[src/rtl/rgbclp_pkg.sv]
// Shared types and constants of the color line parser.
package rgbclp_pkg;

    // Byte classes handed from the front to the back.
    typedef enum logic [2:0] {
        CLS_OTHER,
        CLS_BLANK,
        CLS_DIGIT,
        CLS_COMMA,
        CLS_NEWLINE,
        CLS_CEIL,
        CLS_FLOOR
    } char_class_t;

    typedef struct packed {
        char_class_t cls;
        logic [3:0]  digit;
        logic        line_end;
    } token_t;

    typedef enum logic [2:0] {
        ST_NOT_COLOR = 3'd0,
        ST_ACCEPTED  = 3'd1,
        ST_DUPLICATE = 3'd2,
        ST_FORMAT    = 3'd3,
        ST_RANGE     = 3'd4
    } status_t;

    // Result word, first field in the highest bits.
    typedef struct packed {
        logic [1:0] accepted_total;
        logic [7:0] blue;
        logic [7:0] green;
        logic [7:0] red;
        logic       is_floor;
        status_t    status;
    } result_t;

    localparam int RESULT_W = $bits(result_t);
    localparam int OUT_DATA_W = ((RESULT_W + 7) / 8) * 8;

endpackage

[src/rtl/rgbclp_front.sv]
// Front end: accept input bytes and register their class.
module rgbclp_front
(
    input  logic                  clk,
    input  logic                  rst_n,
    input  logic                  in_valid,
    output logic                  in_ready,
    input  logic [7:0]            in_char,
    input  logic                  in_last,
    output logic                  tok_valid,
    input  logic                  tok_ready,
    output rgbclp_pkg::token_t    tok
);

    localparam logic [7:0] CHAR_C     = 8'h43;
    localparam logic [7:0] CHAR_F     = 8'h46;
    localparam logic [7:0] CHAR_SPACE = 8'h20;
    localparam logic [7:0] CHAR_TAB   = 8'h09;
    localparam logic [7:0] CHAR_COMMA = 8'h2C;
    localparam logic [7:0] CHAR_LF    = 8'h0A;
    localparam logic [7:0] CHAR_ZERO  = 8'h30;
    localparam logic [7:0] CHAR_NINE  = 8'h39;

    logic                 valid_reg;
    logic                 valid_next;
    rgbclp_pkg::token_t   tok_reg;
    rgbclp_pkg::token_t   tok_next;
    logic                 take;
    logic [7:0]           digit_off;

    assign in_ready  = !valid_reg || tok_ready;
    assign take      = in_valid && in_ready;
    assign digit_off = in_char - CHAR_ZERO;

    always_comb
    begin
        tok_next          = tok_reg;
        tok_next.digit    = digit_off[3:0];
        tok_next.line_end = in_last;
        priority if (in_char == CHAR_SPACE || in_char == CHAR_TAB)
            tok_next.cls = rgbclp_pkg::CLS_BLANK;
        else if (in_char >= CHAR_ZERO && in_char <= CHAR_NINE)
            tok_next.cls = rgbclp_pkg::CLS_DIGIT;
        else if (in_char == CHAR_COMMA)
            tok_next.cls = rgbclp_pkg::CLS_COMMA;
        else if (in_char == CHAR_LF)
            tok_next.cls = rgbclp_pkg::CLS_NEWLINE;
        else if (in_char == CHAR_C)
            tok_next.cls = rgbclp_pkg::CLS_CEIL;
        else if (in_char == CHAR_F)
            tok_next.cls = rgbclp_pkg::CLS_FLOOR;
        else
            tok_next.cls = rgbclp_pkg::CLS_OTHER;

        valid_next = valid_reg;
        if (tok_ready)
            valid_next = 1'b0;
        if (take)
            valid_next = 1'b1;
    end

    always_ff @(posedge clk or negedge rst_n)
    begin
        if (!rst_n)
        begin
            valid_reg <= 1'b0;
        end
        else
        begin
            valid_reg <= valid_next;
        end
    end

    always_ff @(posedge clk)
    begin
        if (take)
            tok_reg <= tok_next;
    end

    assign tok_valid = valid_reg;
    assign tok       = tok_reg;

endmodule

[src/rtl/rgbclp_queue.sv]
// Short token queue between front and back.
module rgbclp_queue
#(
    parameter int DEPTH = 4
)
(
    input  logic                  clk,
    input  logic                  rst_n,
    input  logic                  push_valid,
    output logic                  push_ready,
    input  rgbclp_pkg::token_t    push_tok,
    output logic                  pop_valid,
    input  logic                  pop_ready,
    output rgbclp_pkg::token_t    pop_tok
);

    localparam int PTR_W = (DEPTH > 1) ? $clog2(DEPTH) : 1;
    localparam int CNT_W = $clog2(DEPTH + 1);
    localparam logic [PTR_W-1:0] LAST_PTR = PTR_W'(DEPTH - 1);
    localparam logic [CNT_W-1:0] FULL_CNT = CNT_W'(DEPTH);

    rgbclp_pkg::token_t  store_reg [DEPTH];
    logic [PTR_W-1:0]    wr_ptr_reg;
    logic [PTR_W-1:0]    wr_ptr_next;
    logic [PTR_W-1:0]    rd_ptr_reg;
    logic [PTR_W-1:0]    rd_ptr_next;
    logic [CNT_W-1:0]    count_reg;
    logic [CNT_W-1:0]    count_next;
    logic                push;
    logic                pop;

    assign push_ready = (count_reg != FULL_CNT);
    assign pop_valid  = (count_reg != '0);
    assign push       = push_valid && push_ready;
    assign pop        = pop_valid && pop_ready;
    assign pop_tok    = store_reg[rd_ptr_reg];

    always_comb
    begin
        wr_ptr_next = wr_ptr_reg;
        rd_ptr_next = rd_ptr_reg;
        count_next  = count_reg;
        if (push)
            wr_ptr_next = (wr_ptr_reg == LAST_PTR) ? '0 : wr_ptr_reg + 1'b1;
        if (pop)
            rd_ptr_next = (rd_ptr_reg == LAST_PTR) ? '0 : rd_ptr_reg + 1'b1;
        if (push && !pop)
            count_next = count_reg + 1'b1;
        else if (pop && !push)
            count_next = count_reg - 1'b1;
    end

    always_ff @(posedge clk or negedge rst_n)
    begin
        if (!rst_n)
        begin
            wr_ptr_reg <= '0;
            rd_ptr_reg <= '0;
            count_reg  <= '0;
        end
        else
        begin
            wr_ptr_reg <= wr_ptr_next;
            rd_ptr_reg <= rd_ptr_next;
            count_reg  <= count_next;
        end
    end

    always_ff @(posedge clk)
    begin
        if (push)
            store_reg[wr_ptr_reg] <= push_tok;
    end

endmodule

[src/rtl/rgbclp_back.sv]
// Back end: line parser state machine and registered result.
module rgbclp_back
(
    input  logic                  clk,
    input  logic                  rst_n,
    input  logic                  tok_valid,
    output logic                  tok_ready,
    input  rgbclp_pkg::token_t    tok,
    output logic                  res_valid,
    input  logic                  res_ready,
    output rgbclp_pkg::result_t   res
);

    typedef enum logic [2:0] {
        PH_START,
        PH_SECOND,
        PH_SKIPWS,
        PH_NEEDDIG,
        PH_INNUM,
        PH_HOLD
    } phase_t;

    localparam logic [8:0]  ACC_SAT   = 9'd256;
    localparam logic [8:0]  COLOR_MAX = 9'd255;
    localparam logic [11:0] SUM_SAT   = 12'd256;
    localparam logic [1:0]  IDX_RED   = 2'd0;
    localparam logic [1:0]  IDX_GREEN = 2'd1;
    localparam logic [1:0]  IDX_BLUE  = 2'd2;
    localparam logic [1:0]  CNT_MAX   = 2'd3;

    phase_t               phase_reg, phase_next;
    logic                 kind_reg, kind_next;
    logic [1:0]           idx_reg, idx_next;
    logic [8:0]           red_reg, red_next;
    logic [8:0]           green_reg, green_next;
    logic [8:0]           blue_reg, blue_next;
    rgbclp_pkg::status_t  pend_reg, pend_next;
    logic                 ceil_seen_reg, ceil_seen_next;
    logic                 floor_seen_reg, floor_seen_next;
    logic [1:0]           count_reg, count_next;
    logic                 res_valid_reg, res_valid_next;
    rgbclp_pkg::result_t  res_reg, res_next;

    logic                 pop;
    logic                 is_blank, is_digit;
    logic                 add_en;
    logic [8:0]           acc_sel;
    logic [11:0]          acc_sum;
    logic [8:0]           acc_new;
    rgbclp_pkg::status_t  line_status;

    assign tok_ready = !tok.line_end || !res_valid_reg || res_ready;
    assign pop       = tok_valid && tok_ready;
    assign is_blank  = (tok.cls == rgbclp_pkg::CLS_BLANK);
    assign is_digit  = (tok.cls == rgbclp_pkg::CLS_DIGIT);

    // Times-ten accumulate on the component being read, saturating at 256.
    always_comb
    begin
        unique case (idx_reg)
            IDX_RED:   acc_sel = red_reg;
            IDX_GREEN: acc_sel = green_reg;
            default:   acc_sel = blue_reg;
        endcase
        acc_sum = {acc_sel, 3'b000} + {2'b00, acc_sel, 1'b0} + {8'd0, tok.digit};
        acc_new = (acc_sum > SUM_SAT) ? ACC_SAT : acc_sum[8:0];
    end

    always_comb
    begin
        phase_next      = phase_reg;
        kind_next       = kind_reg;
        idx_next        = idx_reg;
        red_next        = red_reg;
        green_next      = green_reg;
        blue_next       = blue_reg;
        pend_next       = pend_reg;
        ceil_seen_next  = ceil_seen_reg;
        floor_seen_next = floor_seen_reg;
        count_next      = count_reg;
        res_next        = res_reg;
        res_valid_next  = res_valid_reg && !res_ready;
        add_en          = 1'b0;
        line_status     = rgbclp_pkg::ST_NOT_COLOR;

        if (pop)
        begin
            unique case (phase_reg)
                PH_START:
                begin
                    if (tok.cls == rgbclp_pkg::CLS_CEIL ||
                        tok.cls == rgbclp_pkg::CLS_FLOOR)
                    begin
                        kind_next  = (tok.cls == rgbclp_pkg::CLS_FLOOR);
                        phase_next = PH_SECOND;
                    end
                    else
                    begin
                        pend_next  = rgbclp_pkg::ST_NOT_COLOR;
                        phase_next = PH_HOLD;
                    end
                end
                PH_SECOND:
                begin
                    priority if (!is_blank)
                    begin
                        pend_next  = rgbclp_pkg::ST_NOT_COLOR;
                        phase_next = PH_HOLD;
                    end
                    else if (kind_reg ? floor_seen_reg : ceil_seen_reg)
                    begin
                        pend_next  = rgbclp_pkg::ST_DUPLICATE;
                        phase_next = PH_HOLD;
                    end
                    else
                        phase_next = PH_SKIPWS;
                end
                PH_SKIPWS, PH_NEEDDIG:
                begin
                    priority if (phase_reg == PH_SKIPWS && is_blank)
                        phase_next = PH_SKIPWS;
                    else if (is_digit)
                    begin
                        add_en     = 1'b1;
                        phase_next = PH_INNUM;
                    end
                    else
                    begin
                        pend_next  = rgbclp_pkg::ST_FORMAT;
                        phase_next = PH_HOLD;
                    end
                end
                PH_INNUM:
                begin
                    priority if (is_digit)
                        add_en = 1'b1;
                    else if (tok.cls == rgbclp_pkg::CLS_COMMA && idx_reg != IDX_BLUE)
                    begin
                        idx_next   = idx_reg + 1'b1;
                        phase_next = PH_NEEDDIG;
                    end
                    else if (tok.cls == rgbclp_pkg::CLS_NEWLINE && idx_reg == IDX_BLUE)
                    begin
                        if (red_reg > COLOR_MAX || green_reg > COLOR_MAX ||
                            blue_reg > COLOR_MAX)
                            pend_next = rgbclp_pkg::ST_RANGE;
                        else
                            pend_next = rgbclp_pkg::ST_ACCEPTED;
                        phase_next = PH_HOLD;
                    end
                    else
                    begin
                        pend_next  = rgbclp_pkg::ST_FORMAT;
                        phase_next = PH_HOLD;
                    end
                end
                default:
                    phase_next = PH_HOLD;
            endcase

            if (add_en)
            begin
                unique case (idx_reg)
                    IDX_RED:   red_next   = acc_new;
                    IDX_GREEN: green_next = acc_new;
                    default:   blue_next  = acc_new;
                endcase
            end

            if (tok.line_end)
            begin
                priority if (phase_next == PH_HOLD)
                    line_status = pend_next;
                else if (phase_next == PH_START || phase_next == PH_SECOND)
                    line_status = rgbclp_pkg::ST_NOT_COLOR;
                else
                    line_status = rgbclp_pkg::ST_FORMAT;

                res_next.status   = line_status;
                res_next.is_floor = (line_status != rgbclp_pkg::ST_NOT_COLOR) && kind_next;
                res_next.red      = 8'd0;
                res_next.green    = 8'd0;
                res_next.blue     = 8'd0;
                if (line_status == rgbclp_pkg::ST_ACCEPTED)
                begin
                    res_next.red   = red_next[7:0];
                    res_next.green = green_next[7:0];
                    res_next.blue  = blue_next[7:0];
                    if (kind_next)
                        floor_seen_next = 1'b1;
                    else
                        ceil_seen_next = 1'b1;
                    if (count_reg != CNT_MAX)
                        count_next = count_reg + 1'b1;
                end
                res_next.accepted_total = count_next;
                res_valid_next          = 1'b1;

                // Drop per-line state for the next line.
                phase_next = PH_START;
                kind_next  = 1'b0;
                idx_next   = IDX_RED;
                red_next   = '0;
                green_next = '0;
                blue_next  = '0;
                pend_next  = rgbclp_pkg::ST_NOT_COLOR;
            end
        end
    end

    always_ff @(posedge clk or negedge rst_n)
    begin
        if (!rst_n)
        begin
            phase_reg      <= PH_START;
            kind_reg       <= 1'b0;
            idx_reg        <= IDX_RED;
            red_reg        <= '0;
            green_reg      <= '0;
            blue_reg       <= '0;
            pend_reg       <= rgbclp_pkg::ST_NOT_COLOR;
            ceil_seen_reg  <= 1'b0;
            floor_seen_reg <= 1'b0;
            count_reg      <= '0;
            res_valid_reg  <= 1'b0;
            res_reg        <= '0;
        end
        else
        begin
            phase_reg      <= phase_next;
            kind_reg       <= kind_next;
            idx_reg        <= idx_next;
            red_reg        <= red_next;
            green_reg      <= green_next;
            blue_reg       <= blue_next;
            pend_reg       <= pend_next;
            ceil_seen_reg  <= ceil_seen_next;
            floor_seen_reg <= floor_seen_next;
            count_reg      <= count_next;
            res_valid_reg  <= res_valid_next;
            res_reg        <= res_next;
        end
    end

    assign res_valid = res_valid_reg;
    assign res       = res_reg;

endmodule

[src/rtl/rgb_color_line_parser_top.sv]
// Top level of the color line parser: front, token queue and back.
//
//   port group      dir   word contents (lowest bit up)
//   s_axis_*        in    tdata[7:0] char_code, tlast line_end
//   m_axis_*        out   tdata status[2:0], is_floor[3], red[11:4],
//                         green[19:12], blue[27:20], accepted_total[29:28]
//
// One byte per cycle sustained while no line end is held up by a stalled m_axis;
// the back's parser state machine takes one queued byte each cycle. A line's
// result word passes the front register, the queue and the result register,
// and can be taken once the result register has been loaded.
// rst_n clears all line state, the seen flags and the accepted count.
// A stalled m_axis holds the result; the back keeps consuming bytes that do
// not end a line, and the queue and the front register absorb QUEUE_DEPTH
// words past the blocked line end before s_axis stalls.
module rgb_color_line_parser_top
#(
    parameter int QUEUE_DEPTH = 4
)
(
    input  logic        clk,
    input  logic        rst_n,
    input  logic        s_axis_tvalid,
    output logic        s_axis_tready,
    input  logic [7:0]  s_axis_tdata,   // char_code[7:0]
    input  logic        s_axis_tlast,   // line_end
    output logic        m_axis_tvalid,
    input  logic        m_axis_tready,
    // status[2:0], is_floor[3], red[11:4], green[19:12], blue[27:20],
    // accepted_total[29:28], zero fill[31:30]
    output logic [rgbclp_pkg::OUT_DATA_W-1:0] m_axis_tdata
);

    localparam int PAD_W = rgbclp_pkg::OUT_DATA_W - rgbclp_pkg::RESULT_W;

    logic                  front_valid;
    logic                  front_ready;
    rgbclp_pkg::token_t    front_tok;
    logic                  back_valid;
    logic                  back_ready;
    rgbclp_pkg::token_t    back_tok;
    rgbclp_pkg::result_t   result;

    // Classify each byte as it is accepted.
    rgbclp_front u_front
    (
        .clk       (clk),
        .rst_n     (rst_n),
        .in_valid  (s_axis_tvalid),
        .in_ready  (s_axis_tready),
        .in_char   (s_axis_tdata),
        .in_last   (s_axis_tlast),
        .tok_valid (front_valid),
        .tok_ready (front_ready),
        .tok       (front_tok)
    );

    // Decouple the front from result back-pressure.
    rgbclp_queue #(.DEPTH(QUEUE_DEPTH)) u_queue
    (
        .clk        (clk),
        .rst_n      (rst_n),
        .push_valid (front_valid),
        .push_ready (front_ready),
        .push_tok   (front_tok),
        .pop_valid  (back_valid),
        .pop_ready  (back_ready),
        .pop_tok    (back_tok)
    );

    // Run the line parser and hold the verdict until taken.
    rgbclp_back u_back
    (
        .clk       (clk),
        .rst_n     (rst_n),
        .tok_valid (back_valid),
        .tok_ready (back_ready),
        .tok       (back_tok),
        .res_valid (m_axis_tvalid),
        .res_ready (m_axis_tready),
        .res       (result)
    );

    assign m_axis_tdata = {{PAD_W{1'b0}}, result};

endmodule

[config.mk]
export PLATFORM = sky130hd
export DESIGN_NAME = rgb_color_line_parser_top
export DESIGN_NICKNAME = d
export VERILOG_FILES = /design/src/rtl/rgbclp_pkg.sv /design/src/rtl/rgbclp_front.sv /design/src/rtl/rgbclp_queue.sv /design/src/rtl/rgbclp_back.sv /design/src/rtl/rgb_color_line_parser_top.sv
export SDC_FILE = /design/constraint.sdc
export NUM_CORES = 1
export LEC_CHECK = 0
export ABC_AREA = 1
export BUFFER_PORTS_ARGS = -buffer_cell sky130_fd_sc_hd__buf_4
export CORE_MARGIN = 3
export CORE_UTILIZATION = 35
export DETAILED_ROUTE_END_ITERATION = 8
export HOLD_SLACK_MARGIN = 0.08
export PLACE_DENSITY = 0.58
export SLEW_MARGIN = 20
export SYNTH_ARGS = -nofsm -noshare
export SYNTH_HDL_FRONTEND = slang
export SYNTH_SLANG_ARGS = --single-unit
[constraint.sdc]
create_clock -name clk -period 4.3 [get_ports clk]
set_input_delay 0.215 -clock clk [delete_from_list [all_inputs] [get_ports clk]]
set_output_delay 0.215 -clock clk [all_outputs]
set_load 0.005 [all_outputs]
Yosys cells after proc, flatten, opt, wreduce, memory -nomap -nowiden
Memories as Yosys holds them, arrays and structs flattened. Cells that the tools add are included.

Output and inout bits: 34. Register bits after elaboration: 85. Bits in writable memories: 32. Memories: 1. Input port bits: 13.

Memory list: u_queue.store_reg (words 4, bits a word 8, read ports 1, clocked after Yosys merged registers in 0, wr ports 1, line rgbclp_queue.sv:22) `rgbclp_pkg::token_t store_reg [DEPTH];`.

Add/subtract/negate cells: 9. Multiplexer cells: 65. Eq/ne operators: 28. Reductions and logical operators: 48. Bitwise logic cells: 1. Order comparisons: 6.

Operators by type and width (count): 9-bit two-way mux (10); 3-bit two-way mux (26); 9-bit by 8-bit > comparator with 1-bit output (second input constant) (3); 24-bit two-way mux (1); 3-bit one-hot mux with 4 select lines (2); 2-bit two-way mux (9); 9-bit one-hot mux with 2 select lines (1); 8-bit by 4-bit == test with 1-bit output (second input constant) (2); 8-bit by 6-bit == test with 1-bit output (second input constant) (2); 8-bit by 7-bit == test with 1-bit output (second input constant) (2); 4-bit AND reduction (4); 3-bit == test (second input constant) (5); 1-bit two-way mux (15); 2-bit nonzero test (7); 12-bit by 10-bit adder with 12-bit output (1); 12-bit by 4-bit adder with 12-bit output (1); 3-bit by 1-bit == test with 1-bit output (second input constant) (4); 3-bit by 2-bit == test with 1-bit output (second input constant) (4); 12-bit by 9-bit > comparator with 1-bit output (second input constant) (1); 1-bit logical AND (11); 3-bit AND reduction (3); 2-bit by 1-bit adder with 2-bit output (second input constant) (4); 8-bit by 6-bit >= comparator with 1-bit output (second input constant) (1); 8-bit by 6-bit less-or-equal comparator with 1-bit output (second input constant) (1); 18 further kinds (37).

Longest topological paths before layout
Gate-level depths: netlist of the first run. An unclocked memory read counts as a cell.

Word-level depth: 15. Depth in mapped cells: 23. Mapped depth without buffers: 23.

Hierarchy
A second synthesis of the first run with hierarchy kept.

Cells, all modules: 829. Area, all modules: 6571.3 sq um.

Modules (own cells, without submodules): rgbclp_back (area an instance 4316.6 sq um, instances 1, cells each 614); rgbclp_queue (area an instance 1756.7 sq um, instances 1, cells each 152); rgbclp_front (area an instance 479.2 sq um, instances 1, cells each 60); rgb_color_line_parser_top (area an instance 18.8 sq um, instances 1, cells each 3).

Worst setup path before layout of the first run
OpenSTA, ideal clock, no wires.

Path kind: reg-to-reg. Start point: register u_back.idx_reg[1]. End point: register u_back.red_reg[1]. Slack: 856 ps. Path buffers: 0. Required time: 4217 ps. Clock period less this slack: 3444 ps. Arrival time: 3361 ps. Stages on the path, launching flop included: 23. Cells stage by stage: dfrtp_1 -> inv_1 -> ha_1 -> inv_2 -> nand2_1 -> inv_1 -> nand2_1 -> o221ai_1 -> fa_1 -> fa_1 -> nand3_1 -> nand2_1 -> nand4_1 -> nand2_1 -> nand2_1 -> nand2_1 -> nor2_1 -> nand3_1 -> nand2_1 -> nand2_1 -> mux2i_1 -> nand2_1 -> o21ai_0.

Cells in the longest elaborated chain, start to end: 9. Elaborated cells between the ends (all ways): 10. Classes of those cells: add/sub (2); order compare (1); eq/ne (1); mux (5); reduce/logical (1).

RTL lines: start: declaration (line rgbclp_back.sv:33) `logic [1:0] idx_reg, idx_next;`; start signal: assignment (line rgbclp_back.sv:232) `idx_reg <= idx_next;`; 2-bit by 1-bit == test with 1-bit output or 2-bit logical NOT (tied branches) (line rgbclp_back.sv:60, rgbclp_back.sv:163); 9-bit one-hot mux with 2 select lines (line rgbclp_back.sv:60) `unique case (idx_reg)`; 12-bit by 10-bit adder with 12-bit output (line rgbclp_back.sv:65) `acc_sum = {acc_sel, 3'b000} + {2'b00, acc_sel, 1'b0} + {8'd0, tok.digit};`; 12-bit by 4-bit adder with 12-bit output (line rgbclp_back.sv:65); 12-bit by 9-bit > comparator with 1-bit output (line rgbclp_back.sv:66) `acc_new = (acc_sum > SUM_SAT) ? ACC_SAT : acc_sum[8:0];`; 9-bit two-way mux (line rgbclp_back.sv:66); 9-bit two-way mux * (line rgbclp_back.sv:163) `unique case (idx_reg)`; 9-bit two-way mux * (line rgbclp_back.sv:161) `if (add_en)`; 9-bit two-way mux * (line rgbclp_back.sv:170) `if (tok.line_end)`; end signal: assignment (line rgbclp_back.sv:233) `red_reg <= red_next;`; end: declaration (line rgbclp_back.sv:34) `logic [8:0] red_reg, red_next;`.

Mark *: on every way between the ends. The rest lies on a longest branch, timed or not. The select of a mux whose other input is x is not followed. A chain may end at the register's enable or synchronous reset.

Worst setup path in the final report of the first run
Start point: register u_back.idx_reg[0]. End point: register u_back.red_reg[1].

Same word-level chain as after synthesis.

==> results of run 1 <==
-- worst max-delay path: stages, from the launching register on --
cell      delay, ns
dfrtp_1        0.36
inv_1          0.08
ha_1           0.21
inv_2          0.16
nand2_1        0.13
inv_2          0.15
nand2_1        0.06
o221ai_1       0.13
fa_1           0.53
fa_1           0.49
nand3_1        0.11
nand2_1        0.08
nand4_1        0.10
nand2_1        0.06
nand2_1        0.06
nand2_1        0.04
nor2_1         0.14
nand3_1        0.18
nand2_2        0.20
nand2_1        0.15
mux2i_2        0.28
nand2_1        0.08
o21ai_0        0.07
-- layout by cell type, fill, tap and decap left out, drive strengths merged --
master	n
o21ai	66
conb	2
nand3	63
and3	1
o221ai	8
nand2	221
xor2	2
clkbuf	21
dfrtp	77
mux2	1
mux2i	18
nor2	57
o21a	1
clkinvlp	2
xnor2	4
a32oi	1
a31oi	1
nand4	15
o22ai	10
a32o	1
o21bai	1
bufinv	3
a21oi	15
or2	1
dlygate4sd3	7
edfxtp	40
o211ai	2
nand3b	1
fa	3
inv	88
nor3	4
clkinv	8
ha	27
buf	49
-- path summary, 6_finish.rpt --
path                                      start                    to  slack, ns
setup / recovery              u_back.idx_reg[0]     u_back.red_reg[1]       0.36
hold / removal                    m_axis_tready      u_back.res_valid       0.10
setup reg to reg              u_back.idx_reg[0]     u_back.red_reg[1]       0.36
hold reg to reg            u_back.ceil_seen_reg  u_back.ceil_seen_reg       0.46
max in group asynchronous                 rst_n   u_back.phase_reg[1]       3.41
min in group asynchronous                 rst_n        u_back.res[16]       0.40
-- where the power goes --
part | total, W | switching [W] | internal (W)
Clock | 0.00139 | 0.000488 | 0.000901
Sequential | 0.00154 | 0.000151 | 0.00139
Combinational | 0.00230 | 0.00163 | 0.000666
-- per-stage QoR --
step	area (µm²)	hold slack, ns
2_1_floorplan	6480	-0.0806
4_1_cts	7640	0.0979
6_report	7650	0.100
3_5_place_dp	6990	0.395
3_3_place_gp	6990	0.394
5_1_grt	7650	0.137
-- area by class of cell --
cell class                      count  area share [%]
Inverter                           90            4.48
Sequential cell                   117            40.9
Clock inverter                     11            1.77
Tap cell                          229            3.75
Timing Repair Buffer               56            5.78
Clock buffer                       21            5.76
Multi-Input combinational cell    526            37.6
-- routing by layer --
metal  part of all wire [%]  global-route usage [%]  wire length [µm]
met4                   0.87                    4.04               129
met2                     43                    22.8              6480
met5                      0                       0                 0
met1                     51                    23.4              7650
met3                    4.3                    3.60               646
-- timing repair --
action                                  4_1_cts  5_1_grt
hold buffers                                  7        0
endpoints found under the setup margin        0       48
endpoints found under the hold margin        83        0
gates resized for setup                       0        4
buffers inserted                              0        0
-- cells by family after synthesis --
| family | synth area share, % |
|---|---|
| simple gates | 24.7 |
| flops | 48.3 |
| buf+inv | 7.59 |
| compound gates | 9.54 |
| fa+ha+maj | 6.14 |
| mux | 2.95 |
| xor+xnor | 0.811 |
| other cells | 0.0579 |
==> results by group, run 1 <==
Run status
  – Run status: finished clean

STA
  – Max-slew violations: 0
  – Fin Clk Skew: 0.00733 ns
  – Setup_tns: 0 ns
  – Final worst slack: between 0.3 and 0.4 ns
  – Final hold vios: 0
  – Slew HR: 45.3%
  – Fmax: approximately 250 MHz
  – Fin crit period: a little under 4 ns
  – RSZ-0062 raised after global routing: false
  – Period Utilization, post-route: between 90 and 100%
  – Worst-Margin Slew: ~0.82 ns
  – Final setup vio count: 0

Worst setup path
  – Crit path max fanout: 11
  – Crit start category: flip-flop
  – Crit path DAT: 4.27 ns
  – Crit end category: flip-flop
  – Critical path required time: between 4 and 5 ns
  – Worst r2r path cells: 22
  – CP Class: flip-flop to flip-flop

Clock tree
  – Clock H-tree levels: 4
  – Later-pin clock latency in the skew report: roughly 0.42 ns
  – Clock root buffer master: clkbuf_16
  – Num CTS Buffers: 17
  – CTS tree: yes
  – Clock sink total: 117
  – Clk buf depth: 2
  – Clock transition at the registers of the reported paths: around 0.05 ns

GRT
  – Vias in the first global route: 4988
  – Largest net degree at the start of global routing: 78
  – Total GRT Usage: 15.6%
  – Global-route wire length before repair: between 20 and 30 mm
  – Gr ovfl total: 0
  – Initial antenna violation count: 0

Die
  – Die W: approximately 140 µm
  – Die ar.: 20200 µm²
  – # IOs: 47
  – Row count: between 40 and 50
  – Die H: between 100 and 150 µm
  – Initial cell density of the core: a little over a third
  – Core area: about 18000 µm²

Layout
  – Synth-to-layout area growth: 18.0%
  – Max reg flops: 32
  – Final nets: 851
  – Antenna cells: 0
  – Footprint of the multi-input gates: approximately 2900 µm²
  – Post-route insts no fill: between 1000 and 1500
  – Finished Core Util: 42.3%
  – Filler Cell Count: about 1800
  – Layout cells sized above 1: between 10% and 20%
  – Reg area: between 3000 and 4000 µm²

Synth
  – Syn Inst Count: approximately 750
  – Synth warn: 0
  – Post-synth top cells: nand2_1 (213), inv_1 (78), dfrtp_1 (77)
  – #FFs+latches synth: ~120
  – Largest area contributor in the netlist: dfrtp_1
  – Post-synthesis sequential area ratio: about half
  – Mapped Area: between 6000 and 7000 µm²
  – Count leader, synth: nand2_1
  – Prevailing post-synth register cell: dfrtp_1
  – EDFF count, synth: 40
  – Synth Area per Inst: around 8.6 µm²
  – Largest cells by area after synthesis: dfrtp_1 (30%), edfxtp_1 (19%), nand2_1 (12%)
  – Ys async rst share: 65.8%
  – Top-area cell type share of the netlist area: 29.7%
  – Netlist cell types: between 40 and 50

Placement
  – Gpl congestion: around 0.85
  – Pre-CTS setup slack: approximately 0.11 ns
  – Dpl hpwl: 10.7 mm
  – Port Buffers: 44
  – Placed cell count: ~1000

Worst hold path
  – Hold path cells: 4
  – Hold Path Class: input port to flip-flop

Flow run
  – Max-cap violations: 0

Drt
  – Vias: around 5200
  – WL final: 14.9 mm
  – DR pass1 iterations: 5
  – Vias/cell: a little under 5
  – DRT iter0 DRCs: just over 400
  – DRC violations left: 0
  – Post-route ant nets: 0
  – Avg WL per Cell: 14.2 µm

Power and ir drop
  – Peak VDD IR: 0.000337 V
  – Lkg Pwr: between 3 and 4 nW
  – Design Power: between 0.005 and 0.006 W
  – Power density over cell area: 683 nW/µm²
No activity file was read; power rests on OpenSTA's default activity.
==> inputs of run 2 (changes only) <==
MAX_ROUTING_LAYER = met4   (was not set)
SLEW_MARGIN = 10   (was 20)
==> run 2 against run 1 <==
Sequential cell count unchanged. Routed wire length about the same. Largest cell class unchanged. Clock power is essentially flat. Via count up 0.19%. Combinational power about the same. Register-to-register slack about the same. Global-route usage increased by 0.46 points. Worst hold slack improved by 0.0032 ns. Fmax barely moved. Cell area is essentially flat. Largest power group unchanged. Critical path type unchanged. Critical endpoint unchanged. Core utilization is essentially flat. Power is essentially flat.
==> results by group, run 2 (same netlist as run 1, synthesis figures left out) <==
Run status
  – Run status: finished clean

STA
  – Slew HR: 33.5% (-12 points)
  – Final hold vios: 0 (unchanged)
  – Period Utilization, post-route: 91.5% (about the same)
  – Fin Clk Skew: 0.00873 ns (+0.00140 ns)
  – Max-slew violations: 0 (unchanged)
  – Fmax: 254 MHz (about the same)
  – Fin crit period: 3.93 ns (-0.00301 ns)
  – Worst-Margin Slew: 0.998 ns (+0.181 ns)
  – Final setup vio count: 0 (unchanged)
  – Hold slack final: 0.103 ns (+0.00320 ns)

GRT
  – Total GRT Usage: 16.1% (+0.46 points)
  – Initial antenna violation count: 0 (unchanged)
  – Gr ovfl total: 0 (unchanged)
  – Largest net degree at the start of global routing: 78 (unchanged)
  – Vias in the first global route: 4979 (-0.18%)
  – Global-route wire length before repair: 25.3 mm (about the same)

Clock tree
  – Num CTS Buffers: 17 (unchanged)
  – Clk buf depth: 2 (unchanged)
  – Setup bufs post-CTS: 0 (unchanged)
  – Clock H-tree levels: 4 (unchanged)
  – CTS tree: yes
  – Clock sink total: 117 (unchanged)
  – Later-pin clock latency in the skew report: 0.42 ns (about the same)
  – Clock root buffer master: clkbuf_16
  – Clock transition at the registers of the reported paths: 0.05 ns (about the same)

Layout
  – Filler Cell Count: 1771 (-0.056%)
  – Most common library cell in the layout ignoring fill and taps: nand2_1
  – Final nets: 851 (unchanged)
  – Synth-to-layout area growth: 17.9% (about the same)
  – Max reg flops: 32 (unchanged)
  – Layout cells sized above 1: 15.1% (unchanged)
  – Final Cell Area: 7640 µm² (about the same)
  – Antenna cells: 0 (unchanged)
  – Commonest non-fill, non-tap cells in the layout: nand2_1 (212), dfrtp_1 (77), inv_1 (76), o21ai_0 (55), nand3_1 (52)

Drt
  – DR pass1 iterations: 5 (unchanged)
  – DRT met1 WL: 7.59 mm (-0.78%)
  – Metal3 WL: 758 µm (+17%)
  – Avg WL per Cell: 14.2 µm (about the same)
  – Met2 WL: 6.43 mm (-0.79%)
  – WL final: 14.9 mm (about the same)
  – DRC violations left: 0 (unchanged)
  – Vias: 5215 (+0.19%)
  – Post-route ant nets: 0 (unchanged)
  – DRT iter0 DRCs: 408 (+0.49%)
  – Vias/cell: 4.97 (+0.19%)
  – Highest Signal Layer: met4

Worst setup path
  – CP Cell Sequence: inv_1 > ha_1 > inv_2 > nand2_1 > inv_2 > nand2_1 > o221ai_1 > fa_1 > fa_1 > nand3_1 > nand2_1 > nand4_1 > nand2_1 > nand2_1 > nand2_1 > nor2_1 > nand3_1 > nand2_2 > nand2_1 > mux2i_2 > nand2_1 > o21ai_0
  – Crit path max fanout: 11 (unchanged)
  – Crit path DAT: 4.27 ns (about the same)
  – Crit start category: flip-flop
  – Critical-path top delay cell: fa_1
  – Worst Setup SP: u_back.idx_reg[0]
  – Critical Path Max Stage Delay: 0.57 ns (+0.04 ns)
  – CP Class: flip-flop to flip-flop
  – Critical path required time: 4.63 ns (about the same)
  – R2r startpoint: u_back.idx_reg[0]
  – Crit end category: flip-flop
  – Worst path most repeated cell: nand2_1

Worst hold path
  – Hold path start: m_axis_tready
  – Hold Path Class: input port to flip-flop

Die
  – Die W: 142 µm (unchanged)
  – Initial cell density of the core: 35.8% (unchanged)
  – Core area: 18100 µm² (unchanged)
  – Row count: 49 (unchanged)
  – # IOs: 47 (unchanged)
  – Die ar.: 20200 µm² (unchanged)
  – Die H: 142 µm (unchanged)

Placement
  – Dpl hpwl: 10.7 mm (unchanged)
  – Port Buffers: 44 (unchanged)
  – Area post-placement: 6990 µm² (unchanged)
  – Gpl congestion: 0.864 (+1.6%)

Power and ir drop
  – Power density over cell area: 684 nW/µm² (+0.14%)
  – Peak VDD IR: 0.000333 V (-1.1%)
  – Lkg Pwr: 3.68 nW (about the same)

Flow run
  – Max-cap violations: 0 (unchanged)
-- run 2: stage by stage --
stage          total power [W]  setup WS, ns  setup TNS (ns)  util [%]  std cells
6_report               0.00523         0.365               0      42.3       1050
5_1_grt                0.00565       -0.0119         -0.0119      42.3       1050
4_1_cts                0.00526        0.0699               0      42.2       1050
3_5_place_dp           0.00385         0.111               0      38.7       1011
3_3_place_gp           0.00385         0.261               0      38.7       1011
2_1_floorplan          0.00332         0.856               0         -        753
-- run 2: worst paths after layout --
check	end	slack, ns	depth (start not counted)
worst max register to register	u_back.red_reg[1]	0.37	22
max in group asynchronous	u_back.green_reg[0]	3.15	2
min in group asynchronous	u_back.res[16]	0.50	2
worst min register to register	u_back.floor_seen_reg	0.46	2
worst max-delay path	u_back.red_reg[1]	0.37	22
worst min-delay path	u_back.res_valid	0.10	4
-- run 2: power by group --
part           internal (W)  switching [W]  total (W)
clock              0.000902       0.000487    0.00139
sequential          0.00139       0.000152    0.00154
combinational      0.000666        0.00164    0.00230
-- run 2: metal layers --
metal  up-vias  track usage, %
met4         0            3.89
li1       2610               -
met1      2446            23.4
met2       147            22.8
met3        12            3.60
met5         -               -
-- run 2: critical path: cells and delay by family (launching register included) --
| family | cells | cell delay (ns) |
|---|---|---|
| fa+ha+maj | 3 | 1.23 |
| flops | 1 | 0.39 |
| compound gates | 2 | 0.25 |
| buf+inv | 3 | 0.28 |
| simple gates | 13 | 1.38 |
| mux | 1 | 0.29 |
-- run 2: final cells by class --
cell class	count	area [µm²]	area share, %
clock buffers	21	440	5.76
clock inverters	11	135	1.77
inverters	90	343	4.49
multi-input cells	526	2870	37.6
flip-flops and latches	117	3130	40.9
well taps	229	287	3.75
repair buffers	56	438	5.73
-- run 2: repair_timing --
action / 4_1_cts / 5_1_grt
hold endpoints to repair: 83 / 0
gates resized for setup: 0 / 4
setup endpoints to repair: 0 / 48
hold buffers: 7 / 0
==> inputs of run 3 (changes only) <==
GPL_TIMING_DRIVEN = 0   (was not set)
==> run 3 against run 2 <==
Power increased by 4.6%. Worst setup slack got worse by 0.058 ns. Die area unchanged. Largest power group unchanged.
==> results by group, run 3 (same netlist as run 1, synthesis figures left out) <==
Placement
  – Port Buffers: 44 (unchanged)
  – Dpl hpwl: 11.0 mm (+3.2%)
  – Placed cell count: 1026 (+1.5%)
  – Pre-CTS setup slack: 0.0337 ns (-0.0773 ns)
  – Area post-placement: 7100 µm² (+1.6%)
  – Gpl congestion: 0.860 (-0.46%)

Worst setup path
  – R2r startpoint: u_back.idx_reg[0]
  – Worst Setup SP: u_back.idx_reg[0]
  – Crit start category: flip-flop
  – Crit end category: flip-flop
  – CP Cell Sequence: inv_1 > ha_1 > inv_1 > buf_2 > o221ai_1 > fa_1 > fa_1 > nand3_1 > nand2_1 > nand4_1 > nand2_1 > nand2_1 > nand2_1 > nor2_1 > nand3_2 > nand2_2 > nand2_1 > mux2i_1 > nand2_1 > o21ai_0
  – Worst path most repeated cell: nand2_1
  – Crit path DAT: 4.33 ns (+0.06 ns)
  – CP Class: flip-flop to flip-flop
  – R2r endpoint: u_back.red_reg[3]
  – Critical path required time: 4.64 ns (about the same)
  – Crit path max fanout: 10 (-1)
  – Critical-path top delay cell: fa_1
  – Critical Path Max Stage Delay: 0.55 ns (-0.02 ns)
  – Worst r2r path cells: 20 (-9.1%)
  – R2r setup slk: 0.31 ns (-0.06 ns)

Die
  – Initial cell density of the core: 35.8% (unchanged)
  – Die H: 142 µm (unchanged)
  – # IOs: 47 (unchanged)
  – Die ar.: 20200 µm² (unchanged)
  – Row count: 49 (unchanged)
  – Die W: 142 µm (unchanged)
  – Core area: 18100 µm² (unchanged)

STA
  – Fin Clk Skew: 0.00847 ns (-0.000260 ns)
  – Worst-Margin Slew: 0.997 ns (-0.000720 ns)
  – Final worst slack: 0.307 ns (-0.0581 ns)
  – RSZ-0062 raised after global routing: false
  – Final hold vios: 0 (unchanged)
  – Final setup vio count: 0 (unchanged)
  – Setup_tns: 0 ns (unchanged)
  – Fin crit period: 3.99 ns (+0.0581 ns)
  – Fmax: 250 MHz (-1.5%)
  – Period Utilization, post-route: 92.9% (+1.4 points)
  – Slew HR: 33.5% (+0.048 points)
  – Max-slew violations: 0 (unchanged)

Drt
  – WL final: 15.2 mm (+2.2%)
  – Vias: 5202 (-0.25%)
  – Avg WL per Cell: 14.3 µm (+0.73%)
  – Vias/cell: 4.88 (-1.7%)
  – Post-route ant nets: 0 (unchanged)
  – DRT iter0 DRCs: 314 (-23%)
  – DRC violations left: 0 (unchanged)
  – DR pass1 iterations: 5 (unchanged)

Layout
  – Footprint of the multi-input gates: 2880 µm² (+0.39%)
  – Commonest non-fill, non-tap cells in the layout: nand2_1 (211), inv_1 (77), dfrtp_1 (77), o21ai_0 (55), nand3_1 (51)
  – Filler Cell Count: 1786 (+0.85%)
  – Final nets: 866 (+1.8%)
  – Most common library cell in the layout ignoring fill and taps: nand2_1
  – Final Cell Area: 7790 µm² (+2.0%)
  – Max reg flops: 32 (unchanged)
  – Layout cells sized above 1: 16.5% (+1.4 points)
  – Synth-to-layout area growth: 20.3%
  – Post-route insts no fill: 1065 (+1.4%)
  – Finished Core Util: 43.1% (+0.84 points)
  – Reg area: 3130 µm² (unchanged)
  – Antenna cells: 0 (unchanged)

GRT
  – Vias in the first global route: 5130 (+3.0%)
  – Global-route wire length before repair: 25.5 mm (+1.1%)
  – Largest net degree at the start of global routing: 78 (unchanged)
  – Gr ovfl total: 0 (unchanged)
  – Total GRT Usage: 16.4% (+0.32 points)
  – Initial antenna violation count: 0 (unchanged)

Clock tree
  – Clk buf depth: 2 (unchanged)
  – Later-pin clock latency in the skew report: 0.42 ns (about the same)
  – Clock transition at the registers of the reported paths: 0.06 ns (about the same)
  – Num CTS Buffers: 17 (unchanged)
  – Clock H-tree levels: 4 (unchanged)
  – CTS tree: yes
  – Clock sink total: 117 (unchanged)
  – Setup bufs post-CTS: 0 (unchanged)
  – Clock root buffer master: clkbuf_16

Worst hold path
  – WHS Endpoint: u_back.res_valid
  – Hold path start: m_axis_tready
  – Hold path cells: 4 (unchanged)
  – Hold Path Class: input port to flip-flop

Flow run
  – Max-cap violations: 0 (unchanged)

Run status
  – Run status: finished clean

Power and ir drop
  – Peak VDD IR: 0.000364 V (+9.4%)
  – Power density over cell area: 702 nW/µm² (+2.6%)
  – Lkg Pwr: 3.76 nW (+2.2%)
-- run 3: power breakdown --
part / total [W] / switching, W / internal (W) / leakage (nW)
sequential: 0.00151 / 0.000126 / 0.00139 / 1.41
combinational: 0.00254 / 0.00174 / 0.000804 / 2.06
clock: 0.00141 / 0.000516 / 0.000898 / 0.296
-- run 3: stage by stage --
| stage | total power [W] | hold slack (ns) |
|---|---|---|
| after floorplan | 0.00332 | -0.0806 |
| after global placement | 0.00403 | 0.395 |
| after detailed placement | 0.00405 | 0.395 |
| after CTS | 0.00549 | 0.0972 |
| after global routing | 0.00590 | 0.110 |
| final | 0.00547 | 0.107 |
-- run 3: layer usage --
| layer | vias up | part of all wire (%) | GRT usage (%) |
|---|---|---|---|
| li1 | 2630 | - | - |
| met4 | 0 | 0.98 | 4.80 |
| met2 | 126 | 46 | 24.7 |
| met3 | 15 | 4.3 | 4.00 |
| met5 | - | 0 | - |
| met1 | 2431 | 49 | 22.0 |
-- run 3: final cells by class --
class | instances | area share (%)
Buffer | 20 | 1.91
Clock buffer | 22 | 6.52
Clock inverter | 10 | 1.19
Inverter | 90 | 4.46
Multi-Input combinational cell | 526 | 37.0
Sequential cell | 117 | 40.1
Tap cell | 229 | 3.68
Timing Repair Buffer | 51 | 5.14
-- run 3: repair_timing --
item | 4_1_cts | 5_1_grt
endpoints found under the hold margin | 83 | 0
hold buffers | 7 | 0
pin swaps | 0 | 1
setup endpoints to repair | 1 | 48
resized for setup | 1 | 7
-- run 3: critical path, delay by kind of cell, from the launching register on --
| kind | cells | cell delay [ns] |
|---|---|---|
| adder cells (fa/ha/maj) | 3 | 1.20 |
| AND/OR/NAND/NOR | 11 | 1.18 |
| AO/OA/AOI/OAI | 2 | 0.49 |
| flip-flops | 1 | 0.40 |
| buffers and inverters | 3 | 0.36 |
| multiplexers | 1 | 0.30 |
-- run 3: worst max path at each step --
stage                     depth (start not counted)  slack, ns                   to
final                                            20       0.31    u_back.red_reg[3]
after global routing                             22      0.002  u_back.green_reg[7]
after CTS                                        22       0.09    u_back.red_reg[2]
after detailed placement                         22       0.03    u_back.red_reg[2]
after global placement                           22      -0.01    u_back.red_reg[2]
after floorplan                                  22       0.86    u_back.red_reg[1]
